File: src/tld_pkg.sv
package tld_pkg;

    localparam int CFG_W   = 32;
    localparam int ADDR_W  = 3;
    localparam int KIND_W  = 2;
    localparam int TAPS_W  = 6;
    localparam int NOW_W   = 32;

    localparam logic [CFG_W-1:0] LONG_TOUCH_RST = 32'd2000;
    localparam logic [CFG_W-1:0] TAP_GAP_RST    = 32'd500;

    // register index, taken from paddr[2]
    localparam logic REG_LONG_TOUCH = 1'b0;
    localparam logic REG_TAP_GAP    = 1'b1;

    typedef enum logic [KIND_W-1:0] {
        KIND_NONE = 2'd0,
        KIND_TAPS = 2'd1,
        KIND_LONG = 2'd2
    } t_kind;

    typedef struct packed {
        logic [CFG_W-1:0] hold_limit_ms;
        logic [CFG_W-1:0] gap_limit_ms;
    } t_cfg;

endpackage

File: src/tld_if.sv
interface tld_in_if
    import tld_pkg::*;
();
    logic             valid;
    logic             ready;
    logic             touch_level;
    logic [NOW_W-1:0] now_ms;

    modport source (output valid, output touch_level, output now_ms, input ready);
    modport sink   (input valid, input touch_level, input now_ms, output ready);
endinterface

interface tld_out_if
    import tld_pkg::*;
();
    logic              valid;
    logic              ready;
    logic [KIND_W-1:0] gesture_kind;
    logic [TAPS_W-1:0] tap_total;

    modport source (output valid, output gesture_kind, output tap_total, input ready);
    modport sink   (input valid, input gesture_kind, input tap_total, output ready);
endinterface

File: src/touch_tap_long_press_detector.sv
// Touch tap and long-press detector. Each request on i_in is one sensor poll (level and
// millisecond time) and yields exactly one result on o_out: nothing, a finished tap
// sequence with its count, or a long touch. A poll is held in an input register, then
// the gap and hold compares and the state update run combinationally into the result
// register; a new poll is taken every cycle unless o_out stalls with a result held. The
// only loop is the state feedback around that single stage. Timing registers sit on
// the APB port: hold limit at 0x0 (reset 2000), tap gap limit at 0x4 (reset 500).
// Write them only while no poll is in flight.
module touch_tap_long_press_detector
    import tld_pkg::*;
#(
    parameter int TAP_COUNT_MAX = 63,
    parameter int TIME_WIDTH    = 32
) (
    input  logic              i_clk,
    input  logic              i_rst_n,
    tld_in_if.sink            i_in,
    tld_out_if.source         o_out,
    input  logic              psel,
    input  logic              penable,
    input  logic              pwrite,
    input  logic [ADDR_W-1:0] paddr,
    input  logic [CFG_W-1:0]  pwdata,
    output logic [CFG_W-1:0]  prdata,
    output logic              pready
);
    t_cfg cfg;

    tld_cfg u_cfg (
        .i_clk   (i_clk),
        .i_rst_n (i_rst_n),
        .psel    (psel),
        .penable (penable),
        .pwrite  (pwrite),
        .paddr   (paddr),
        .pwdata  (pwdata),
        .prdata  (prdata),
        .pready  (pready),
        .o_cfg   (cfg)
    );

    tld_core #(
        .TAP_COUNT_MAX (TAP_COUNT_MAX),
        .TIME_WIDTH    (TIME_WIDTH)
    ) u_core (
        .i_clk   (i_clk),
        .i_rst_n (i_rst_n),
        .i_cfg   (cfg),
        .i_in    (i_in),
        .o_out   (o_out)
    );

    // a tap count only travels with a tap report
    a_taps_only_with_report: assert property (@(posedge i_clk) disable iff (!i_rst_n)
        o_out.valid |-> (o_out.tap_total == '0 || o_out.gesture_kind == KIND_TAPS))
        else $error("tap count on a non-tap result");

    a_no_result_after_reset: assert property (@(posedge i_clk)
        !i_rst_n |=> !o_out.valid)
        else $error("result valid straight after reset");

    // a register written reads back on the next cycle
    a_cfg_readback: assert property (@(posedge i_clk) disable iff (!i_rst_n)
        (i_rst_n && psel && penable && pwrite && pready) ##1 (paddr[2] == $past(paddr[2]))
        |-> (prdata == $past(pwdata)))
        else $error("register readback mismatch");
endmodule

File: src/tld_cfg.sv
module tld_cfg
    import tld_pkg::*;
(
    input  logic              i_clk,
    input  logic              i_rst_n,
    input  logic              psel,
    input  logic              penable,
    input  logic              pwrite,
    input  logic [ADDR_W-1:0] paddr,
    input  logic [CFG_W-1:0]  pwdata,
    output logic [CFG_W-1:0]  prdata,
    output logic              pready,
    output t_cfg              o_cfg
);
    logic [CFG_W-1:0] r_long_touch;
    logic [CFG_W-1:0] r_tap_gap;
    logic             wr_en;

    assign pready = 1'b1;
    assign wr_en  = psel && penable && pwrite;

    always_ff @(posedge i_clk) begin
        if (!i_rst_n) begin
            r_long_touch <= LONG_TOUCH_RST;
            r_tap_gap    <= TAP_GAP_RST;
        end else if (wr_en) begin
            case (paddr[2])
                REG_LONG_TOUCH: r_long_touch <= pwdata;
                REG_TAP_GAP:    r_tap_gap    <= pwdata;
                default: ;
            endcase
        end
    end

    always_comb begin
        case (paddr[2])
            REG_LONG_TOUCH: prdata = r_long_touch;
            REG_TAP_GAP:    prdata = r_tap_gap;
            default:        prdata = '0;
        endcase
    end

    assign o_cfg.hold_limit_ms = r_long_touch;
    assign o_cfg.gap_limit_ms  = r_tap_gap;
endmodule

File: src/tld_core.sv
module tld_core
    import tld_pkg::*;
#(
    parameter int TAP_COUNT_MAX = 63,
    parameter int TIME_WIDTH    = 32
) (
    input  logic i_clk,
    input  logic i_rst_n,
    input  t_cfg i_cfg,
    tld_in_if.sink    i_in,
    tld_out_if.source o_out
);
    localparam int PW = $clog2(TAP_COUNT_MAX + 1);
    localparam int CW = (TIME_WIDTH > CFG_W) ? TIME_WIDTH : CFG_W;
    localparam int TW = (PW > TAPS_W) ? PW : TAPS_W;

    // input register
    logic                  r_in_valid;
    logic                  r_in_level;
    logic [NOW_W-1:0]      r_in_now;

    // detector state
    logic [TIME_WIDTH-1:0] r_last;
    logic [TIME_WIDTH-1:0] r_start;
    logic [PW-1:0]         r_pend;
    logic                  r_held;
    logic                  r_long;
    logic [TIME_WIDTH-1:0] n_last;
    logic [TIME_WIDTH-1:0] n_start;
    logic [PW-1:0]         n_pend;
    logic                  n_held;
    logic                  n_long;

    // result register
    logic                  r_out_valid;
    t_kind                 r_out_kind;
    logic [TAPS_W-1:0]     r_out_taps;
    t_kind                 n_kind;
    logic [TAPS_W-1:0]     n_taps;

    logic                  adv;
    logic                  fire;
    logic [CW-1:0]         now_ext;
    logic [TIME_WIDTH-1:0] now_t;
    logic [TIME_WIDTH-1:0] gap_el;
    logic [TIME_WIDTH-1:0] hold_el;
    logic                  gap_over;
    logic                  hold_over;
    logic [PW-1:0]         pend_inc;

    assign adv        = !r_out_valid || o_out.ready;
    assign fire       = r_in_valid && adv;
    assign i_in.ready = !r_in_valid || adv;

    always_ff @(posedge i_clk) begin
        if (!i_rst_n) begin
            r_in_valid <= 1'b0;
        end else if (i_in.valid && i_in.ready) begin
            r_in_valid <= 1'b1;
        end else if (adv) begin
            r_in_valid <= 1'b0;
        end
    end

    always_ff @(posedge i_clk) begin
        if (i_in.valid && i_in.ready) begin
            r_in_level <= i_in.touch_level;
            r_in_now   <= i_in.now_ms;
        end
    end

    assign now_ext  = CW'(r_in_now);
    assign now_t    = now_ext[TIME_WIDTH-1:0];
    assign gap_el   = now_t - r_last;
    assign gap_over = CW'(gap_el) > CW'(i_cfg.gap_limit_ms);
    assign pend_inc = (r_pend == PW'(TAP_COUNT_MAX)) ? r_pend : r_pend + PW'(1);
    // hold time is taken from the start as updated by this poll
    assign hold_el   = now_t - n_start;
    assign hold_over = CW'(hold_el) >= CW'(i_cfg.hold_limit_ms);

    always_comb begin
        n_last  = r_last;
        n_start = r_start;
        n_pend  = r_pend;
        n_held  = r_held;
        n_long  = r_long;
        if (r_in_level && !r_held && !r_long) begin
            n_pend = pend_inc;
            n_last = now_t;
            if (pend_inc == PW'(1)) begin
                n_start = now_t;
            end
        end
        if (!r_in_level) begin
            n_held = 1'b0;
            if (r_long) begin
                n_long = 1'b0;
                n_pend = '0;
            end else if (r_pend != '0 && gap_over) begin
                n_pend = '0;
            end
        end else begin
            n_held = 1'b1;
            if (!r_long && hold_over) begin
                n_long = 1'b1;
                n_pend = '0;
            end
        end
    end

    always_comb begin
        logic [TW-1:0] pend_ext;
        pend_ext = TW'(r_pend);
        n_kind   = KIND_NONE;
        n_taps   = '0;
        if (!r_in_level) begin
            if (!r_long && r_pend != '0 && gap_over) begin
                n_kind = KIND_TAPS;
                n_taps = pend_ext[TAPS_W-1:0];
            end
        end else if (!r_long && hold_over) begin
            n_kind = KIND_LONG;
        end
    end

    always_ff @(posedge i_clk) begin
        if (!i_rst_n) begin
            r_last  <= '0;
            r_start <= '0;
            r_pend  <= '0;
            r_held  <= 1'b0;
            r_long  <= 1'b0;
        end else if (fire) begin
            r_last  <= n_last;
            r_start <= n_start;
            r_pend  <= n_pend;
            r_held  <= n_held;
            r_long  <= n_long;
        end
    end

    always_ff @(posedge i_clk) begin
        if (!i_rst_n) begin
            r_out_valid <= 1'b0;
        end else if (adv) begin
            r_out_valid <= r_in_valid;
        end
    end

    always_ff @(posedge i_clk) begin
        if (fire) begin
            r_out_kind <= n_kind;
            r_out_taps <= n_taps;
        end
    end

    assign o_out.valid        = r_out_valid;
    assign o_out.gesture_kind = r_out_kind;
    assign o_out.tap_total    = r_out_taps;
endmodule
File: src/flat_wrapper.sv
// flat-port wrapper written by rule: the top's interface ports become plain ports
module touch_tap_long_press_detector_flat import tld_pkg::*;
#(
    parameter int TAP_COUNT_MAX = 63,
    parameter int TIME_WIDTH    = 32
)
  (i_clk, i_rst_n, psel, penable, pwrite, paddr, pwdata, prdata, pready, i_in_valid, i_in_touch_level, i_in_now_ms, i_in_ready, o_out_valid, o_out_gesture_kind, o_out_tap_total, o_out_ready);
  tld_in_if i_in_i ();
  tld_out_if o_out_i ();
  input  logic i_clk;
  input  logic i_rst_n;
  input  logic psel;
  input  logic penable;
  input  logic pwrite;
  input  logic [ADDR_W-1:0] paddr;
  input  logic [CFG_W-1:0] pwdata;
  output logic [CFG_W-1:0] prdata;
  output logic pready;
  input wire logic [$bits(i_in_i.valid)-1:0] i_in_valid;
  input wire logic [$bits(i_in_i.touch_level)-1:0] i_in_touch_level;
  input wire logic [$bits(i_in_i.now_ms)-1:0] i_in_now_ms;
  output wire logic [$bits(i_in_i.ready)-1:0] i_in_ready;
  output wire logic [$bits(o_out_i.valid)-1:0] o_out_valid;
  output wire logic [$bits(o_out_i.gesture_kind)-1:0] o_out_gesture_kind;
  output wire logic [$bits(o_out_i.tap_total)-1:0] o_out_tap_total;
  input wire logic [$bits(o_out_i.ready)-1:0] o_out_ready;
  assign i_in_i.valid = i_in_valid;
  assign i_in_i.touch_level = i_in_touch_level;
  assign i_in_i.now_ms = i_in_now_ms;
  assign i_in_ready = i_in_i.ready;
  assign o_out_valid = o_out_i.valid;
  assign o_out_gesture_kind = o_out_i.gesture_kind;
  assign o_out_tap_total = o_out_i.tap_total;
  assign o_out_i.ready = o_out_ready;
  touch_tap_long_press_detector #(.TAP_COUNT_MAX(TAP_COUNT_MAX), .TIME_WIDTH(TIME_WIDTH)) u_core (.i_clk(i_clk), .i_rst_n(i_rst_n), .i_in(i_in_i), .o_out(o_out_i), .psel(psel), .penable(penable), .pwrite(pwrite), .paddr(paddr), .pwdata(pwdata), .prdata(prdata), .pready(pready));
endmodule
File: config.mk
export PLATFORM = sky130hd
export DESIGN_NAME = touch_tap_long_press_detector_flat
export DESIGN_NICKNAME = d
export VERILOG_FILES = /design/src/tld_pkg.sv /design/src/tld_if.sv /design/src/touch_tap_long_press_detector.sv /design/src/tld_cfg.sv /design/src/tld_core.sv /design/src/flat_wrapper.sv
export SDC_FILE = /design/constraint.sdc
export NUM_CORES = 1
export LEC_CHECK = 0
export ABC_AREA = 1
export BUFFER_PORTS_ARGS = -buffer_cell sky130_fd_sc_hd__buf_4
export CORE_AREA = 3 3 170 172
export CTS_BUF_LIST = sky130_fd_sc_hd__clkbuf_16
export DETAILED_ROUTE_END_ITERATION = 8
export DIE_AREA = 0 0 173 175
export HOLD_SLACK_MARGIN = 0.06
export PLACE_DENSITY = 0.67
export SLEW_MARGIN = 20
export SYNTH_ARGS = -nofsm -noshare
export SYNTH_HDL_FRONTEND = slang
export SYNTH_SLANG_ARGS = --single-unit
File: constraint.sdc
create_clock -name i_clk -period 6.7 [get_ports i_clk]
set_clock_uncertainty 0.05 [all_clocks]
set_input_delay 1.005 -clock i_clk [delete_from_list [all_inputs] [get_ports i_clk]]
set_output_delay 1.005 -clock i_clk [all_outputs]
set_load 0.03 [all_outputs]
# Word-level counts from Yosys, hierarchy flattened

Index checks and enable logic that the tools add are counted.

Register bits after elaboration: 179

Order comparisons: 2
Bitwise operators: 2
Reductions and logical operators: 23
Eq/ne operators: 3
Mux-type cells: 17
Add/subtract/negate cells: 3

Operators with widths:

| operator                                                                 | number |
|---|---|
| 32-bit two-way mux                                                       | 2 |
| 32-bit case mux with 2 select lines                                      | 1 |
| 32-bit subtractor                                                        | 2 |
| 6-bit two-way mux                                                        | 6 |
| 32-bit greater-or-equal comparator                                       | 1 |
| 32-bit > comparator                                                      | 1 |
| 1-bit logical AND                                                        | 10 |
| 2-bit AND reduction                                                      | 4 |
| 6-bit by 1-bit adder with 6-bit output (second input constant)           | 1 |
| 6-bit by 1-bit == test with 1-bit output (second input constant)         | 1 |
| 6-bit == test (second input constant)                                    | 1 |
| 1-bit two-way mux                                                        | 6 |
| 6-bit nonzero test                                                       | 1 |
| 1-bit logical NOT                                                        | 4 |
| 2-bit two-way mux                                                        | 2 |
| 1-bit logical OR                                                         | 2 |
| 2-bit by 1-bit inequality test with 1-bit output (second input constant) | 1 |
| 1-bit NOT                                                                | 2 |
| 2-bit nonzero test                                                       | 1 |
| 2-bit OR reduction                                                       | 1 |

# Depth between registers and ports, before layout

Word-level depth: 10
Depth in mapped cells: 40
Gate-level depth less buffers: 38

# Hierarchy

A second synthesis with hierarchy kept.

Cells, all modules: 1868
Area total of the unflattened synthesis: 12788.5 sq um

Modules (own cells, without submodules):

| module   | times used | area each (sq um) | cells each | seq. area each (sq um) |
|---|---|---|---|---|
| tld_core | 1          | 9766.9            | 1394       | 2712.6 |
| tld_cfg  | 1          | 3021.6            | 474        | 1281.2 |

# Worst setup path after synthesis

Ideal clock, no wire load.

Kind: flip-flop to flip-flop
Start: reg u_core.u_core.r_pend[0]
End: reg u_core.u_core.r_pend[0]
Setup time: 0.116 ns
Buffers on the path: 2
Slack: 1.996 ns
Period minus slack after synthesis: 4.704 ns
Cell stages (with the launch flop): 37
Data arrival time: 4.538 ns
Cells stage by stage: dfxtp_1 inv_1 ha_1 nor2_1 nand2_2 nor2_2 nand2_2 buf_6 buf_2 o21ai_0 ha_1 inv_1 fa_1 a21o_1 a21oi_1 or2_2 a21oi_1 nand2_2 nand2_4 nand2_4 nand2_4 nand2_1 nand2_1 nand2_1 nand2_1 ha_1 nand2_1 nor2_1 nand4_1 nor2_1 nand4_1 nand3_1 nand2_1 nand2_1 nand2_1 o21ai_0 inv_1

Cells in the longest elaborated chain, start to end: 10

RTL lines:

| item                                                                    | RTL line        | text |
|---|---|---|
| start: declaration                                                      | tld_core.sv:25  | `logic [PW-1:0] r_pend;` |
| start signal: assignment                                                | tld_core.sv:136 | `r_pend <= n_pend;` |
| 6-bit by 1-bit adder with 6-bit output or 6-bit == test (tied branches) | tld_core.sv:76  | `assign pend_inc = (r_pend == PW'(TAP_COUNT_MAX)) ? r_pend : r_pend + PW'(1);` |
| 6-bit two-way mux (*)                                                   | tld_core.sv:76  |  |
| 6-bit by 1-bit == test with 1-bit output (*)                            | tld_core.sv:90  | `if (pend_inc == PW'(1)) begin` |
| 32-bit two-way mux (*)                                                  | tld_core.sv:90  |  |
| 32-bit two-way mux (*)                                                  | tld_core.sv:87  | `if (r_in_level && !r_held && !r_long) begin` |
| named net u_core.u_core.n_start[0]                                      | tld_core.sv:29  | `logic [TIME_WIDTH-1:0] n_start;` |
| 32-bit subtractor (*)                                                   | tld_core.sv:78  | `assign hold_el = now_t - n_start;` |
| 32-bit greater-or-equal comparator (*)                                  | tld_core.sv:79  | `assign hold_over = CW'(hold_el) >= CW'(i_cfg.hold_limit_ms);` |
| 1-bit logical AND (*)                                                   | tld_core.sv:104 | `if (!r_long && hold_over) begin` |
| 6-bit two-way mux (*)                                                   | tld_core.sv:104 |  |
| 6-bit two-way mux (*)                                                   | tld_core.sv:94  | `if (!r_in_level) begin` |

Mark *: on every way through the listed nets, which the timed path passes. The rest lies on a longest branch.
A chain may end at the register's enable or synchronous reset.

# Worst setup path in the final report

Start: reg u_core.u_core.r_pend[1]
End: reg u_core.u_core.r_pend[0]

The elaborated chain is that of the path after synthesis.

==> qor.csv <==
metric,value,unit
outcome,completed,
synthesis.nets,1920,
worst_skew_pair.late_latency,440,ps
dr.first_iter.drc_count,910,
dieArea,30280,sq um
total_routing_usage_gr,21.88,%
timing.critical_path.max_delay_family,simple AND/OR/NAND/NOR gates,
cts_hold_buf,0,
crit_required,6990,ps
path_depth,34,
ctsResizeCount,0,
finalSetupViolations,0,
number_of_rows_in_the_core_area,61,
final_cell_area,14020,sq um
core-area,27630,sq um
clock_sink_count,179,
initial_core_util,44.41,%
grt_max_degree,87,
cts_htree_levels,4,
ys_seq_elements,179,
antenna_cells,0,
synth.lib_cells_used.distinct,45,
max_clock_freq,174.9,MHz
final_period_minus_worst_setup_slack,5717,ps
setup_repair_after_global_routing_missed_its_margin,no,
syn_avg_cell_area,7.154,sq um
cp_slowest_cell,sky130_fd_sc_hd__dfxtp_1,
drv_cap,0,
buffer_count_from_post_cts_setup_fixing,0,
worst_setup_path_start_kind,flop,
sequential_fraction_of_the_synthesis_area,32.55,%
utilization,50.76,%
power.density_cell_area,252.2,nW/um^2
power.share.combinational,37.5,%
post_dr_vias_cell,5.211,
timing_max_transition_violations_final,0,
detailed_place.area,13450,sq um
reg2regPathDepth,34,
gpl.final_weighted_congestion,0.9632,
hold_viol_final,0,
detail_route.wirelength,33250,um
synthesis.yosys.warnings,0,
critical_path.endpoint_type,flop,
synth_area,12270,sq um
ys_dominant_reg_cell,sky130_fd_sc_hd__dfxtp_1,
cts-buffers-inserted,17,
die_y,175,um
arrival,6000,ps
io_pins,118,
drcViolationCount,0,
tns,0,ps
antenna_found_initial,0,
cellLeakagePower,6.326,nW
grt_first_pass_wirelength,53670,um
timing.hold.worst_path_depth,2,
tightest_pin_transition,936.3,ps
maximum_net_fanout_on_the_critical_path,16,
area_delta_synth_final,14.31,%
final_stage_net_count,2005,
switching_share,38.62,%
timing.slew.headroom,37.35,%
timing.final.crit_share,85.32,%
share_of_post_route_cells_with_drive_strength_above_1,10.54,%
seq_power_share,34.0,%
path_buf_inv,3,
avgRoutedWirePerCell,15.17,um
fp.dieW,173,um
portBuffers,114,
vias,11420,
dp_hpwl,26070,um
netSwitchingPower,0.001366,W
vdd.ir_drop.worst,160.9,uV
ant_nets,0,
timing_worst_setup_path_type,reg -> reg,
highest_cell_delay_on_the_worst_timing_path,470,ps
power.share.clock,28.5,%
grt.overflow.total,0,
cts_root_buf,sky130_fd_sc_hd__clkbuf_16,
hold_ws,430.4,ps
detail_route.first_pass.iterations,7,
worst_hold_path_type,reg -> reg,
synth-async-reset-ratio,0,%
critical-path-top-cell-by-count,sky130_fd_sc_hd__nand2_1,
synthCells,1715,
number_of_enable_flip_flop_cells_after_synthesis,41,
intPower,0.002171,W
filler_cell_count,2802,
cts_tree,yes,
clock_pin_transition_on_the_worst_setup_and_hold_timing_paths,70,ps
first_global_vias,10460,
clockBufferDepth,2,
-- final timing paths --
check / startpoint / slack (ps) / to
setup / recovery: u_core.u_core.r_pend[1]$_SDFFE_PN0P_ / 980 / u_core.u_core.r_pend[0]$_SDFFE_PN0P_
hold / removal: u_core.u_core.r_held$_SDFFE_PN0P_ / 430 / u_core.u_core.r_held$_SDFFE_PN0P_
setup reg to reg: u_core.u_core.r_pend[1]$_SDFFE_PN0P_ / 980 / u_core.u_core.r_pend[0]$_SDFFE_PN0P_
hold reg to reg: u_core.u_core.r_held$_SDFFE_PN0P_ / 430 / u_core.u_core.r_held$_SDFFE_PN0P_
-- stage by stage --
stage | power (W) | instances | setup slack [ps]
6_report | 0.003537 | 2191 | 983.5
3_3_place_gp | 0.002504 | 2159 | 1074
2_1_floorplan | 0.002169 | 1715 | 1996
5_1_grt | 0.003792 | 2191 | 524.9
4_1_cts | 0.003545 | 2191 | 1024
3_5_place_dp | 0.002533 | 2159 | 1064
-- per-layer routing --
layer  GRT usage, %  wire, um  up-vias
met4          5.405       539        0
met2          32.96     13940      272
met5              0         0        -
li1               -         -     5876
met3          3.064      1443       40
met1          32.95     17330     5230
-- cell usage after synthesis, types with 2 or more instances --
cell type	n	area (sq um)
sky130_fd_sc_hd__a21boi_0	4	30.03
sky130_fd_sc_hd__inv_1	282	1059
sky130_fd_sc_hd__a21oi_1	218	1091
sky130_fd_sc_hd__fa_1	2	40.04
sky130_fd_sc_hd__a31oi_1	4	25.02
sky130_fd_sc_hd__edfxtp_1	41	1231
sky130_fd_sc_hd__o211ai_1	35	262.8
sky130_fd_sc_hd__nand4_1	21	131.4
sky130_fd_sc_hd__clkbuf_1	50	187.7
sky130_fd_sc_hd__o21ai_1	4	20.02
sky130_fd_sc_hd__nand3_2	6	60.06
sky130_fd_sc_hd__nand2_4	5	56.30
sky130_fd_sc_hd__inv_2	4	15.01
sky130_fd_sc_hd__o21a_1	7	52.55
sky130_fd_sc_hd__nor2_2	6	37.54
sky130_fd_sc_hd__o21bai_1	3	22.52
sky130_fd_sc_hd__nor2_1	86	322.8
sky130_fd_sc_hd__nand2_2	10	62.56
sky130_fd_sc_hd__xor2_1	37	324.1
sky130_fd_sc_hd__nand3b_1	2	15.01
sky130_fd_sc_hd__ha_1	128	1602
sky130_fd_sc_hd__nand3_1	36	180.2
sky130_fd_sc_hd__buf_2	4	20.02
sky130_fd_sc_hd__nor3_1	13	65.06
sky130_fd_sc_hd__nand2_1	310	1164
sky130_fd_sc_hd__a21o_1	2	15.01
sky130_fd_sc_hd__o21ai_0	213	1066
sky130_fd_sc_hd__o31ai_1	2	15.01
sky130_fd_sc_hd__nor4_1	8	50.05
sky130_fd_sc_hd__xnor2_1	14	122.6
sky130_fd_sc_hd__dfxtp_1	138	2763
sky130_fd_sc_hd__a211oi_1	7	52.55
-- power by group through the flow --
| stage | sequential [W] | combinational, W | clock (W) |
|---|---|---|---|
| 2_1_floorplan | 0.00122 | 0.000949 | 0 |
| 3_3_place_gp | 0.00122 | 0.00128 | 0 |
| 3_5_place_dp | 0.00122 | 0.00131 | 0 |
| 4_1_cts | 0.00120 | 0.00132 | 0.00103 |
| 5_1_grt | 0.00121 | 0.00151 | 0.00107 |
| 6_report | 0.00120 | 0.00133 | 0.00101 |
-- worst min-delay path: stages (launching register included) --
cell and delay, ps:
sky130_fd_sc_hd__dfxtp_1 300, sky130_fd_sc_hd__inv_1 70, sky130_fd_sc_hd__a21oi_1 60
-- flip-flops by register name (all words and copies together), names as in the netlist, 2 cells and up --
signal                            flops
u_core.u_cfg.r_long_touch            32
u_core.u_cfg.r_tap_gap               32
u_core.u_core.now_ext                32
u_core.u_core.r_last                 32
u_core.u_core.r_start                32
u_core.u_core.o_out.tap_total         6
u_core.u_core.r_pend                  6
u_core.u_core.o_out.gesture_kind      2
-- cell type report --
class                           instances  area [sq um]  area share, %
Clock inverter                         15         147.6          1.053
Clock buffer                           17         425.4          3.033
Timing Repair Buffer                  122         928.4          6.620
Tap cell                              378         473.0          3.372
Inverter                              287          1077          7.681
Multi-Input combinational cell       1193          6979          49.76
Sequential cell                       179          3994          28.48
-- cells by family (layout without fill, tap and decap cells) --
kind of cell,count (synthesis),in the layout,synth area share [%]
buf+inv,343,441,10.63
fa+ha+maj,130,130,13.38
xor+xnor,51,51,3.641
flops,179,179,32.55
compound gates,503,503,21.93
simple gates,508,508,17.85
other cells,1,1,0.03056
-- layout by cell type, fill, tap and decap left out, types with 3 or more instances in the layout --
master	count
sky130_fd_sc_hd__nand2_4	5
sky130_fd_sc_hd__buf_4	121
sky130_fd_sc_hd__clkbuf_16	17
sky130_fd_sc_hd__xor2_1	37
sky130_fd_sc_hd__a31oi_1	4
sky130_fd_sc_hd__nor2_2	6
sky130_fd_sc_hd__nand2_2	10
sky130_fd_sc_hd__o21ai_1	4
sky130_fd_sc_hd__o211ai_1	35
sky130_fd_sc_hd__dfxtp_1	138
sky130_fd_sc_hd__nand2_1	310
sky130_fd_sc_hd__nor2_1	85
sky130_fd_sc_hd__o21ai_0	213
sky130_fd_sc_hd__a21boi_0	4
sky130_fd_sc_hd__nor4_1	8
sky130_fd_sc_hd__clkinvlp_4	3
sky130_fd_sc_hd__ha_1	128
sky130_fd_sc_hd__nand3_1	36
sky130_fd_sc_hd__inv_1	283
sky130_fd_sc_hd__nand3_2	6
sky130_fd_sc_hd__xnor2_1	14
sky130_fd_sc_hd__inv_2	5
sky130_fd_sc_hd__a21oi_1	218
sky130_fd_sc_hd__o21bai_1	3
sky130_fd_sc_hd__a211oi_1	7
sky130_fd_sc_hd__edfxtp_1	41
sky130_fd_sc_hd__o21a_1	7
sky130_fd_sc_hd__nand4_1	21
sky130_fd_sc_hd__nor3_1	13
sky130_fd_sc_hd__inv_6	4
sky130_fd_sc_hd__inv_8	3
No activity file was read; power rests on OpenSTA's default activity.
